File: config.mk
export PLATFORM = sky130hd
export DESIGN_NAME = keyed_alarm_arming_controller
export DESIGN_NICKNAME = d
export VERILOG_FILES = /design/src/hdl/kaac_pkg.sv /design/src/hdl/keyed_alarm_arming_controller.sv /design/src/hdl/kaac_key_table.sv
export SDC_FILE = /design/constraint.sdc
export NUM_CORES = 1
export LEC_CHECK = 0
export CAP_MARGIN = 20
export CORE_AREA = 2 2 306 308
export DETAILED_ROUTE_END_ITERATION = 6
export DIE_AREA = 0 0 308 310
export DONT_BUFFER_PORTS = 1
export PLACE_DENSITY = 0.63
export SLEW_MARGIN = 40
export SYNTH_ARGS = -nofsm -noshare
export SYNTH_HDL_FRONTEND = slang
export SYNTH_SLANG_ARGS = --single-unit
File: constraint.sdc
create_clock -name clk -period 7.9 [get_ports clk]
set_input_delay 2.37 -clock clk [delete_from_list [all_inputs] [get_ports clk]]
set_output_delay 2.37 -clock clk [all_outputs]
set_load 0.02 [all_outputs]
File: src/hdl/kaac_pkg.sv
// ----------------------------------------------------------------------------
// kaac_pkg
// Shared types, command codes and the CRC-8 byte step of the keyed alarm
// arming controller.
// ----------------------------------------------------------------------------
package kaac_pkg;

    // Item command codes
    localparam logic [2:0] CMD_TICK   = 3'd0;
    localparam logic [2:0] CMD_KEY    = 3'd1;
    localparam logic [2:0] CMD_ADD    = 3'd2;
    localparam logic [2:0] CMD_REMOVE = 3'd3;
    localparam logic [2:0] CMD_ARM    = 3'd4;
    localparam logic [2:0] CMD_DISARM = 3'd5;
    localparam logic [2:0] CMD_ALARM  = 3'd6;

    // Access report codes
    localparam logic [1:0] ACC_NONE    = 2'd0;
    localparam logic [1:0] ACC_GRANTED = 2'd1;
    localparam logic [1:0] ACC_DENIED  = 2'd2;

    typedef enum logic [1:0] {
        ST_DISARMED = 2'd0,
        ST_ARMING   = 2'd1,
        ST_ARMED    = 2'd2,
        ST_ALARM    = 2'd3
    } alarm_t;

    localparam int          KEY_W         = 64;
    localparam int          DELAY_W       = 16;
    localparam int          ELAPSED_W     = 26;
    localparam logic [ELAPSED_W-1:0] ELAPSED_MAX = '1;
    localparam int          MS_PER_S      = 1000;
    localparam logic [DELAY_W-1:0] KEY_DELAY_RST = 16'd10;
    localparam int          CRC_BYTES     = 7;
    localparam logic [7:0]  CRC8_POLY     = 8'h8C;   // x^8+x^5+x^4+1, reflected

    typedef enum logic [1:0] {
        TBL_FIND   = 2'd0,
        TBL_ADD    = 2'd1,
        TBL_REMOVE = 2'd2
    } tbl_op_t;

    typedef struct packed {
        logic    start;
        tbl_op_t op;
    } tbl_req_t;

    typedef struct packed {
        logic done;
        logic hit;
    } tbl_rsp_t;

    // One byte of the Dallas CRC-8, LSB first
    function automatic logic [7:0] crc8_byte(input logic [7:0] crc_in,
                                             input logic [7:0] data);
        logic [7:0] c;
        logic [7:0] d;
        logic       mix;
        c = crc_in;
        d = data;
        for (int b = 0; b < 8; b++) begin
            mix = c[0] ^ d[0];
            c   = c >> 1;
            if (mix) begin
                c = c ^ CRC8_POLY;
            end
            d = d >> 1;
        end
        return c;
    endfunction

endpackage

File: src/hdl/keyed_alarm_arming_controller.sv
// ----------------------------------------------------------------------------
// keyed_alarm_arming_controller
// Four-state alarm controller with a RAM-backed table of authorized keys.
// ----------------------------------------------------------------------------
// Tick, arm, disarm, alarm and unused codes finish in S_EXEC; add and remove
//   go to the table; a key runs the CRC over bytes 0..6, then a table scan if
//   byte 7 matches, else finishes in S_EXEC.
// One item in flight; the next is taken in the cycle after the result is registered.
// Reset (async, rst_n low): disarmed, empty table, timer and arming limit zero,
//   key arming delay 10 s. The RAM is not cleared.
// ----------------------------------------------------------------------------
module keyed_alarm_arming_controller
    import kaac_pkg::*;
#(
    parameter int KEY_SLOTS = 10
) (
    input  logic               clk,
    input  logic               rst_n,
    // configuration
    input  logic               cfg_valid,
    output logic               cfg_ready,
    input  logic [DELAY_W-1:0] cfg_data,
    // input items
    input  logic               in_valid,
    output logic               in_ready,
    input  logic [2:0]         cmd,
    input  logic [KEY_W-1:0]   key_id,
    input  logic [DELAY_W-1:0] arm_delay_s,
    // results
    output logic               out_valid,
    input  logic               out_ready,
    output logic [1:0]         status,
    output logic               status_changed,
    output logic [1:0]         access,
    output logic               op_ok,
    output logic [3:0]         key_count
);

    localparam int CW = $clog2(KEY_SLOTS + 1);

    typedef enum logic [2:0] {
        S_IDLE,
        S_EXEC,
        S_CRC,
        S_TABLE,
        S_DONE
    } state_t;

    state_t               state_reg;
    logic [2:0]           cmd_reg;
    logic [KEY_W-1:0]     key_reg;
    logic [DELAY_W-1:0]   delay_reg;
    logic [DELAY_W-1:0]   cfg_delay_reg;
    alarm_t               alarm_reg;
    logic [ELAPSED_W-1:0] elapsed_reg;
    logic [ELAPSED_W-1:0] limit_reg;
    logic [7:0]           crc_reg;
    logic [2:0]           byte_cnt_reg;
    tbl_req_t             tbl_req_reg;
    logic                 changed_reg;
    logic [1:0]           acc_reg;
    logic                 ok_reg;
    logic                 out_valid_reg;
    alarm_t               status_reg;
    logic                 status_changed_reg;
    logic [1:0]           access_reg;
    logic                 op_ok_reg;
    logic [3:0]           key_count_reg;

    tbl_rsp_t             tbl_rsp;
    logic [CW-1:0]        tbl_count;

    alarm_t               alarm_next;
    logic [ELAPSED_W-1:0] elapsed_next;
    logic [ELAPSED_W-1:0] limit_next;
    logic [1:0]           acc_next;
    logic                 ok_next;
    logic                 arm_req;
    logic [DELAY_W-1:0]   arm_delay;
    logic [7:0]           crc_next;

    kaac_key_table #(
        .SLOTS (KEY_SLOTS)
    ) u_table (
        .clk   (clk),
        .rst_n (rst_n),
        .req   (tbl_req_reg),
        .key   (key_reg),
        .rsp   (tbl_rsp),
        .count (tbl_count)
    );

    assign crc_next = crc8_byte(crc_reg, key_reg[{byte_cnt_reg, 3'b000} +: 8]);

    // Effect of the current item, applied when it finishes
    always_comb
    begin
        alarm_next   = alarm_reg;
        elapsed_next = elapsed_reg;
        limit_next   = limit_reg;
        acc_next     = ACC_NONE;
        ok_next      = 1'b0;
        arm_req      = 1'b0;
        arm_delay    = delay_reg;
        case (cmd_reg) inside
            CMD_TICK:
            begin
                if (elapsed_reg != ELAPSED_MAX) begin
                    elapsed_next = elapsed_reg + ELAPSED_W'(1);
                end
                if ((alarm_reg == ST_ARMING) && (elapsed_next >= limit_reg)) begin
                    alarm_next = ST_ARMED;
                end
            end
            CMD_KEY:
            begin
                // finished in S_EXEC only when the CRC failed
                if (state_reg == S_TABLE) begin
                    if (tbl_rsp.hit) begin
                        acc_next = ACC_GRANTED;
                        if ((alarm_reg == ST_ARMED) || (alarm_reg == ST_ALARM)) begin
                            alarm_next = ST_DISARMED;
                        end else begin
                            arm_req   = 1'b1;
                            arm_delay = cfg_delay_reg;
                        end
                    end else begin
                        acc_next = ACC_DENIED;
                        if (alarm_reg == ST_ARMED) begin
                            alarm_next = ST_ALARM;
                        end
                    end
                end
            end
            CMD_ADD, CMD_REMOVE:
            begin
                ok_next = tbl_rsp.hit;
            end
            CMD_ARM:
            begin
                arm_req = 1'b1;
            end
            CMD_DISARM:
            begin
                alarm_next = ST_DISARMED;
            end
            CMD_ALARM:
            begin
                alarm_next = ST_ALARM;
            end
            default:
            begin
                alarm_next = alarm_reg;
            end
        endcase
        // arming is ignored while already armed
        if (arm_req && (alarm_reg != ST_ARMED)) begin
            limit_next   = ELAPSED_W'(arm_delay) * ELAPSED_W'(MS_PER_S);
            elapsed_next = '0;
            alarm_next   = (arm_delay != '0) ? ST_ARMING : ST_ARMED;
        end
    end

    always_ff @(posedge clk or negedge rst_n)
    begin
        if (!rst_n) begin
            state_reg     <= S_IDLE;
            cfg_delay_reg <= KEY_DELAY_RST;
            alarm_reg     <= ST_DISARMED;
            elapsed_reg   <= '0;
            limit_reg     <= '0;
            tbl_req_reg   <= '0;
            out_valid_reg <= 1'b0;
        end else begin
            tbl_req_reg.start <= 1'b0;
            if (cfg_valid) begin
                cfg_delay_reg <= cfg_data;
            end
            if (out_valid_reg && out_ready) begin
                out_valid_reg <= 1'b0;
            end
            unique case (state_reg)
                S_IDLE:
                begin
                    if (in_valid) begin
                        cmd_reg   <= cmd;
                        key_reg   <= key_id;
                        delay_reg <= arm_delay_s;
                        case (cmd)
                            CMD_KEY:
                            begin
                                crc_reg      <= '0;
                                byte_cnt_reg <= '0;
                                state_reg    <= S_CRC;
                            end
                            CMD_ADD:
                            begin
                                tbl_req_reg <= '{start: 1'b1, op: TBL_ADD};
                                state_reg   <= S_TABLE;
                            end
                            CMD_REMOVE:
                            begin
                                tbl_req_reg <= '{start: 1'b1, op: TBL_REMOVE};
                                state_reg   <= S_TABLE;
                            end
                            default:
                            begin
                                state_reg <= S_EXEC;
                            end
                        endcase
                    end
                end
                S_CRC:
                begin
                    crc_reg      <= crc_next;
                    byte_cnt_reg <= byte_cnt_reg + 3'd1;
                    if (byte_cnt_reg == 3'(CRC_BYTES - 1)) begin
                        if (crc_next == key_reg[63:56]) begin
                            tbl_req_reg <= '{start: 1'b1, op: TBL_FIND};
                            state_reg   <= S_TABLE;
                        end else begin
                            state_reg <= S_EXEC;
                        end
                    end
                end
                S_EXEC, S_TABLE:
                begin
                    if ((state_reg == S_EXEC) || tbl_rsp.done) begin
                        alarm_reg   <= alarm_next;
                        elapsed_reg <= elapsed_next;
                        limit_reg   <= limit_next;
                        changed_reg <= alarm_next != alarm_reg;
                        acc_reg     <= acc_next;
                        ok_reg      <= ok_next;
                        state_reg   <= S_DONE;
                    end
                end
                S_DONE:
                begin
                    if (!out_valid_reg || out_ready) begin
                        status_reg         <= alarm_reg;
                        status_changed_reg <= changed_reg;
                        access_reg         <= acc_reg;
                        op_ok_reg          <= ok_reg;
                        key_count_reg      <= 4'(tbl_count);
                        out_valid_reg      <= 1'b1;
                        state_reg          <= S_IDLE;
                    end
                end
                default:
                begin
                    state_reg <= S_IDLE;
                end
            endcase
        end
    end

    assign cfg_ready      = 1'b1;
    assign in_ready       = state_reg == S_IDLE;
    assign out_valid      = out_valid_reg;
    assign status         = status_reg;
    assign status_changed = status_changed_reg;
    assign access         = access_reg;
    assign op_ok          = op_ok_reg;
    assign key_count      = key_count_reg;

endmodule

File: src/hdl/kaac_key_table.sv
// ----------------------------------------------------------------------------
// kaac_key_table
// Authorized key store: one synchronous RAM plus a sequencer that appends,
// scans for a key, and compacts the table after a removal.
// ----------------------------------------------------------------------------
module kaac_key_table
    import kaac_pkg::*;
#(
    parameter int SLOTS = 10
) (
    input  logic                          clk,
    input  logic                          rst_n,
    input  tbl_req_t                      req,
    input  logic [KEY_W-1:0]              key,
    output tbl_rsp_t                      rsp,
    output logic [$clog2(SLOTS+1)-1:0]    count
);

    localparam int CW = $clog2(SLOTS + 1);
    localparam int AW = (SLOTS > 1) ? $clog2(SLOTS) : 1;
    localparam logic [CW-1:0] SLOTS_C = CW'(SLOTS);

    typedef enum logic [1:0] {
        T_IDLE,
        T_SEARCH,
        T_SHIFT
    } tstate_t;

    tstate_t          state_reg;
    tbl_op_t          op_reg;
    logic [CW-1:0]    count_reg;
    logic [CW-1:0]    scan_reg;
    logic [CW-1:0]    nxt_reg;
    logic [AW-1:0]    cmp_reg;
    logic [AW-1:0]    wr_reg;
    logic             pend_reg;
    tbl_rsp_t         rsp_reg;

    logic [KEY_W-1:0] mem [SLOTS];
    logic [KEY_W-1:0] rd_data_reg;

    logic             match;
    logic             rd_en;
    logic [AW-1:0]    rd_addr;
    logic             wr_en;
    logic [AW-1:0]    wr_addr;
    logic [KEY_W-1:0] wr_data;
    logic [CW-1:0]    nxt_dec;

    assign match   = pend_reg && (rd_data_reg == key);
    assign nxt_dec = nxt_reg - CW'(1);

    always_comb
    begin
        rd_en   = 1'b0;
        rd_addr = scan_reg[AW-1:0];
        wr_en   = 1'b0;
        wr_addr = count_reg[AW-1:0];
        wr_data = key;
        unique case (state_reg)
            T_IDLE:
            begin
                wr_en = req.start && (req.op == TBL_ADD) && (count_reg < SLOTS_C);
            end
            T_SEARCH:
            begin
                rd_en = !match && (scan_reg < count_reg);
            end
            T_SHIFT:
            begin
                // read entry j+2 while the word read last cycle, entry j+1, lands in j
                rd_en   = nxt_reg < count_reg;
                rd_addr = nxt_reg[AW-1:0];
                wr_en   = pend_reg;
                wr_addr = wr_reg;
                wr_data = rd_data_reg;
            end
            default:
            begin
                rd_en = 1'b0;
            end
        endcase
    end

    always_ff @(posedge clk)
    begin
        if (wr_en) begin
            mem[wr_addr] <= wr_data;
        end
        if (rd_en) begin
            rd_data_reg <= mem[rd_addr];
        end
    end

    always_ff @(posedge clk or negedge rst_n)
    begin
        if (!rst_n) begin
            state_reg <= T_IDLE;
            count_reg <= '0;
            pend_reg  <= 1'b0;
            rsp_reg   <= '0;
        end else begin
            rsp_reg.done <= 1'b0;
            unique case (state_reg)
                T_IDLE:
                begin
                    if (req.start) begin
                        op_reg   <= req.op;
                        scan_reg <= '0;
                        pend_reg <= 1'b0;
                        if (req.op == TBL_ADD) begin
                            rsp_reg.done <= 1'b1;
                            rsp_reg.hit  <= count_reg < SLOTS_C;
                            if (count_reg < SLOTS_C) begin
                                count_reg <= count_reg + CW'(1);
                            end
                        end else begin
                            state_reg <= T_SEARCH;
                        end
                    end
                end
                T_SEARCH:
                begin
                    if (match) begin
                        if (op_reg == TBL_REMOVE) begin
                            nxt_reg   <= CW'(cmp_reg) + CW'(1);
                            pend_reg  <= 1'b0;
                            state_reg <= T_SHIFT;
                        end else begin
                            rsp_reg.done <= 1'b1;
                            rsp_reg.hit  <= 1'b1;
                            state_reg    <= T_IDLE;
                        end
                    end else if (scan_reg < count_reg) begin
                        pend_reg <= 1'b1;
                        cmp_reg  <= scan_reg[AW-1:0];
                        scan_reg <= scan_reg + CW'(1);
                    end else begin
                        rsp_reg.done <= 1'b1;
                        rsp_reg.hit  <= 1'b0;
                        state_reg    <= T_IDLE;
                    end
                end
                T_SHIFT:
                begin
                    if (nxt_reg < count_reg) begin
                        pend_reg <= 1'b1;
                        wr_reg   <= nxt_dec[AW-1:0];
                        nxt_reg  <= nxt_reg + CW'(1);
                    end else begin
                        pend_reg     <= 1'b0;
                        count_reg    <= count_reg - CW'(1);
                        rsp_reg.done <= 1'b1;
                        rsp_reg.hit  <= 1'b1;
                        state_reg    <= T_IDLE;
                    end
                end
                default:
                begin
                    state_reg <= T_IDLE;
                end
            endcase
        end
    end

    assign rsp   = rsp_reg;
    assign count = count_reg;

endmodule

# ---- Yosys cells after proc, flatten, opt, wreduce, memory -nomap -nowiden
# Memories as Yosys holds them, arrays and structs flattened. A register that Yosys moved wholly into a read port is not among the register bits.
# Index checks and enable logic that the tools add are counted.
# Widths: inputs -> output; s select.
dict set report word_totals {
  input_bits 104
  register_bits 209
  memories 1
  mem_bits_rw 640
  elab_cells 257
  out_inout_bits 13
}
# name depth word_bits read_ports rd_ports_with_merged_regs write_ports line_no
set mem_list {}
lappend mem_list {u_table.mem 10 64 1 1 1 kaac_key_table.sv:39} ;# logic [KEY_W-1:0] mem [SLOTS];
dict set report classes {
  mul 1
  muxes 99
  bitwise 20
  n_eq_ne 47
  reduce_logical 45
  n_addsub 8
  shifts 1
  order_cmp 4
}
# cell n
set op_table {}
lappend op_table {{$mux 26} 4}
lappend op_table {{$mux 16} 5}
lappend op_table {{$mux 8} 10}
lappend op_table {{$eq 64x64->1} 1}
lappend op_table {{$mux 64} 1}
lappend op_table {{$shiftx 64x7->8} 1}
lappend op_table {{$mux 2} 27}
lappend op_table {{$mux 4} 12}
lappend op_table {{$mux 3} 9}
lappend op_table {{$add 26x1->26 const B} 1}
lappend op_table {{$ge 26x26->1} 1}
lappend op_table {{$ne 26x26->1 const B} 1}
lappend op_table {{$not 2->3} 8}
lappend op_table {{$pmux 4 s2} 3}
lappend op_table {{$mul 16x7->23 const B} 1}
lappend op_table {{$reduce_and 3->1} 7}
lappend op_table {{$ne 2x2->1 const B} 10}
lappend op_table {{$reduce_and 4->1} 5}
lappend op_table {{$reduce_and 5->1} 4}
lappend op_table {{$eq 3x2->1 const B} 6}
lappend op_table {{$pmux 3 s2} 3}
lappend op_table {{$mux 1} 17}
lappend op_table {{$add 4x1->4 const B} 4}
lappend op_table {{$pmux 8 s2} 1}
lappend op_table {{other kinds (33)} 83}

# ---- Longest topological paths before layout
dict set report depth {
  depth_word 21
  ltp_mapped 21
  ltp_nobuf 19
}

# ---- Modules after synthesis
# From an unflattened synthesis, not the netlist that was laid out.
dict set report hier_totals {
  hier_cells 2552
  area_unflattened_um2 41158.2
}
# module cells_per_inst instances area_each_um2 seq_area_each_um2
set modules_own_cells {}
lappend modules_own_cells {kaac_key_table 1513 1 29427.0 21906.0}
lappend modules_own_cells {keyed_alarm_arming_controller 1039 1 11731.3 5097.4}

# ---- Least setup slack after synthesis
# No wires, ideal clock.
dict set report synth_timing {
  kind {register to register}
  from {reg u_table.state_reg[0]}
  to {mem u_table.mem[9][0], enable pin}
  arrival_ns 6.341
  synth_period_minus_slack_ns 6.906
  path_stages_with_launch 9
  path_buffers 3
  setup_ns 0.565
  slack_ns 0.994
  required_ns 7.335
  cell_sequence {dfrtp_1 inv_1 ha_1 buf_1 clkbuf_1 clkbuf_1 nand2_1 o32a_1 nor3_1}
}
dict set report synth_via {
  elab_chain_cells 4
  word_cells_on_any_way 6
  cone_classes {eq/ne: 1; mux: 4; reduce/logical: 1}
}
# element line_no
set synth_lines {}
lappend synth_lines {{from (decl)} kaac_key_table.sv:29} ;# tstate_t state_reg;
lappend synth_lines {{from (signal assigned)} kaac_key_table.sv:98} ;# state_reg <= T_IDLE;
lappend synth_lines {{from (signal assigned)} kaac_key_table.sv:118} ;# state_reg <= T_SEARCH;
lappend synth_lines {{from (signal assigned)} kaac_key_table.sv:128} ;# state_reg <= T_SHIFT;
lappend synth_lines {{$eq 2x2->1 or $logic_not 2->1 (tied branches)} kaac_key_table.sv:60} ;# unique case (state_reg)
lappend synth_lines {{$pmux 1 s2} kaac_key_table.sv:60}
lappend synth_lines {{$mux 1} kaac_key_table.sv:87} ;# if (wr_en) begin
lappend synth_lines {{$mux 1 (not written as such)} kaac_key_table.sv:88} ;# mem[wr_addr] <= wr_data;
lappend synth_lines {{to (decl)} kaac_key_table.sv:39}
# Several ways; a longest one is shown, not always the timed one.

# ---- Worst setup path in the final report
dict set report layout_timing {
  from {reg cmd_reg[2]}
  to {reg limit_reg[22]}
}
dict set report layout_via {
  elab_chain_cells 7
  word_cells_on_any_way 15
  cone_classes {mul: 1; eq/ne: 4; mux: 6; reduce/logical: 4}
}
# element line_no
set layout_lines {}
lappend layout_lines {{from (decl)} keyed_alarm_arming_controller.sv:50} ;# logic [2:0] cmd_reg;
lappend layout_lines {{from (signal assigned)} keyed_alarm_arming_controller.sv:186} ;# cmd_reg <= cmd;
lappend layout_lines {{branches (longest 7 deep; another with $mul 16x7->23)} -}
lappend layout_lines {{to (signal assigned)} keyed_alarm_arming_controller.sv:231} ;# limit_reg <= limit_next;
lappend layout_lines {{to (decl)} keyed_alarm_arming_controller.sv:56} ;# logic [ELAPSED_W-1:0] limit_reg;
# Several ways; the timed one is not identified.
# A chain may end at the register's enable or synchronous reset.

==> key figures <==
Run status
  – Status: finished clean

Placement
  – Placed wire-length estimate: 56800 um
  – Placed instance area: 42700 um2
  – Port-buffer cells: 0
  – Placer's final routability congestion estimate: 0.840
  – Placement Setup Slack: 1.47 ns
  – Placed Cells: 3688

Clock tree
  – CTS H-tree lvls: 3
  – Max Root-Sink Buffers: 3
  – CTS buffer count: 95
  – Later-pin clock latency in the skew report: 0.70 ns
  – Post-CTS Resized: 0
  – Post-CTS Hold Fix Bufs: 0
  – Clock Root Buffer: clkbuf_16
  – CTS tree: yes
  – # Post-CTS Setup Buffers: 0
  – Worst-path clk slew: 0.06 ns
  – Num Clock Sinks: 913

Finish
  – Nets@finish: 2841
  – Final cell count without fillers: 3868
  – P&R area growth vs syn: 11.4%
  – Max reg flops: 640
  – Final core occ: 49.5%
  – Cell area after layout: 45800 um2
  – Share of layout cells above drive strength 1: 16.2%

Timing
  – Fin. max-slew vios: 0
  – WHS: 0.419 ns
  – Final worst slack: 1.52 ns
  – Final setup TNS: 0 ns
  – Worst clock skew: 0.0599 ns
  – FMAX: 0.157 GHz
  – # setup viols final: 0
  – Final hold vios: 0
  – Crit path time final: 6.38 ns
  – Slew headroom: 44.3%
  – RSZ-0062 raised after global routing: no
  – Worst-margin pin slew: 0.835 ns
  – Final period util: 80.7%

Pwr
  – Leak pwr: 15.9 nW
  – Sw Ratio: 29.8%
  – Net Switching: 4.03 mW
  – Max VDD drop: 0.257 mV
  – Pwr/cell area: 296 nW/um2
  – Clock group share of total power: 31.8%
  – Overall power: 13.5 mW
  – Combinational group share of total power: 25.3%
  – Int Pwr: 9.52 mW
  – Sequential power share: 43.0%

Setup path
  – Critical path's slowest cell: mux2i_1
  – Most common cell on crit path: fa_1
  – Bufs and invs on worst path: 2
  – CP startpoint: cmd_reg[2]
  – Crit-path max FO: 13
  – WP data arrival: 6.89 ns
  – CP Class: reg2reg
  – Worst path cell trace: nor3b_2 -> nand4_2 -> mux2i_1 -> inv_1 -> ha_1 -> xnor2_1 -> fa_1 -> fa_1 -> fa_1 -> inv_1 -> ha_1 -> o21ai_0 -> a21oi_1 -> nand4_1 -> o21ai_0 -> o221ai_1 -> nor2_1 -> a2111oi_0 -> o22ai_1
  – R2R Path Start: cmd_reg[2]
  – CP endpoint kind: flip-flop
  – FF-to-FF setup slack: 1.52 ns
  – CP startpoint kind: flip-flop
  – CP max stage delay: 0.64 ns
  – Top delay family on crit path: adder cells
  – Data required time of the critical path: 8.42 ns

Global routing
  – Total global routing overflow: 0
  – Vias in the first global route: 22800
  – Initial antenna violation count: 7
  – GRT Util Overall: 19.9%
  – First-pass GRT wire length: 142000 um
  – Pin count of the biggest net entering global routing: 129

Logic synthesis
  – Post-synth top area share: 60.6%
  – Avg Inst Size Synth: 16.1 um2
  – Yosys reg bits: 913
  – Seq/Total Area, Yosys: 65.7%
  – Distinct cells, synth: 86
  – Ys flop type: edfxtp_1
  – Top post-synthesis cells by count: edfxtp_1 (830), inv_1 (143), mux4_2 (139), nand2_1 (115), a21oi_1 (105)
  – Async S/R FF share, synth: 9.09%
  – Cell with the most instances after synthesis: edfxtp_1
  – Ranking of synthesized cells by area: edfxtp_1 (61%), mux4_2 (7.6%), dfrtp_1 (4.9%), ha_1 (3.0%), mux2i_1 (2.5%)
  – Post-Synthesis Cells: 2550
  – Syn_nets: 2802
  – Leading area contributor after synthesis: edfxtp_1
  – Post-synth EDFFs: 830
  – Mapped Area: 41100 um2
  – Warnings from Yosys: 0

Floorplanning
  – Die area: 95500 um2
  – Die height: 310 um
  – # rows: 112
  – Die extent in x: 308 um
  – I/O Pins: 117
  – Initial core utilization: 44.5%
  – Core region area: 92500 um2

Routing
  – Vias/cell: 5.76
  – DR iter-0 viols: 2143
  – Routed length per instance: 24.3 um
  – Antenna viol nets, final: 0
  – Number of detailed-route iterations in the first pass: 5
  – WL final: 93900 um
  – DRC: 0
  – Vias: 22263

Run
  – Max Cap Viol: 0

Hold path
  – Worst Hold Class: reg2reg
  – HP Start: acc_reg[0]
[layout make-up]
type                    count  area [um2]
inverters                 143         537
clock buffers             128        2570
fillers                  7695       46700
clock inverters            47         438
diodes                      4        10.0
multi-input cells        1390       13300
flip-flops and latches    913       27000
well taps                1197        1500
repair buffers             46         444
[final timing paths]
check	to	cells past startpoint
setup / recovery	limit_reg[22]	19
hold / removal	access[0]	0
setup reg to reg	limit_reg[22]	19
hold reg to reg	access[0]	0
max in group asynchronous	cfg_delay_reg[3]	0
min in group asynchronous	out_valid	0
[worst reg2reg max path, stage by stage (launching register included)]
cell and delay [ns]:
edfxtp_1 0.47, nor3b_2 0.34, nand4_2 0.60, mux2i_1 0.66, inv_1 0.22, ha_1 0.37
xnor2_1 0.23, fa_1 0.47, fa_1 0.44, fa_1 0.55, inv_1 0.04, ha_1 0.32
o21ai_0 0.18, a21oi_1 0.10, nand4_1 0.09, o21ai_0 0.13, o221ai_1 0.36, nor2_1 0.07
a2111oi_0 0.42, o22ai_1 0.16
[cells in the final DEF, fill, tap and decap left out, types with 8 or more instances in the layout]
master	synthesis	routed
edfxtp_1	830	830
inv_1	143	143
mux4_2	139	139
nand2_1	115	115
a21oi_1	105	105
clkbuf_16	0	98
mux2i_1	103	97
ha_1	98	97
xnor2_1	85	85
dfrtp_1	81	81
nor2b_1	75	74
mux2_2	71	71
a211oi_1	68	68
o21ai_0	82	66
nor2_1	74	65
fa_1	50	50
buf_4	1	35
xor2_1	32	32
clkbuf_1	72	29
nand3_1	25	25
nand2b_1	24	24
nand4_1	22	22
a21o_1	21	21
clkinv_1	0	19
o31ai_1	18	18
clkinv_2	0	17
o21ai_1	0	16
nor3_1	17	14
and2_1	14	14
and3_1	12	11
a31oi_1	10	10
nor4_1	10	9
o22ai_1	8	8
or3_1	8	8
nor2_4	0	8
o21a_1	8	8
[cells by family after synthesis]
kind of cell | synth area share, %
simple gates | 5.33
xor+xnor | 3.03
buf+inv | 2.38
flops | 65.7
compound gates | 5.69
other cells | 0.00912
mux | 12.4
fa+ha+maj | 5.44
[power by group through the flow]
stage / Clock (mW) / Sequential (mW) / Combinational, mW
3_5_place_dp: 0 / 5.92 / 3.43
6_report: 4.31 / 5.82 / 3.42
4_1_cts: 4.40 / 5.82 / 3.45
2_1_floorplan: 0 / 5.81 / 2.67
5_1_grt: 4.59 / 5.84 / 3.84
3_3_place_gp: 0 / 5.91 / 3.33
[metal layers]
| metal | vias up | global-route usage [%] | wire [um] |
|---|---|---|---|
| met1 | 11454 | 27.7 | 40300 |
| met4 | 6 | 6.24 | 2640 |
| met2 | 780 | 32.0 | 44400 |
| met3 | 149 | 3.51 | 6530 |
| li1 | 9874 | - | - |
| met5 | - | 0 | 35 |
Note: power is estimated with default switching activity, not from simulation.
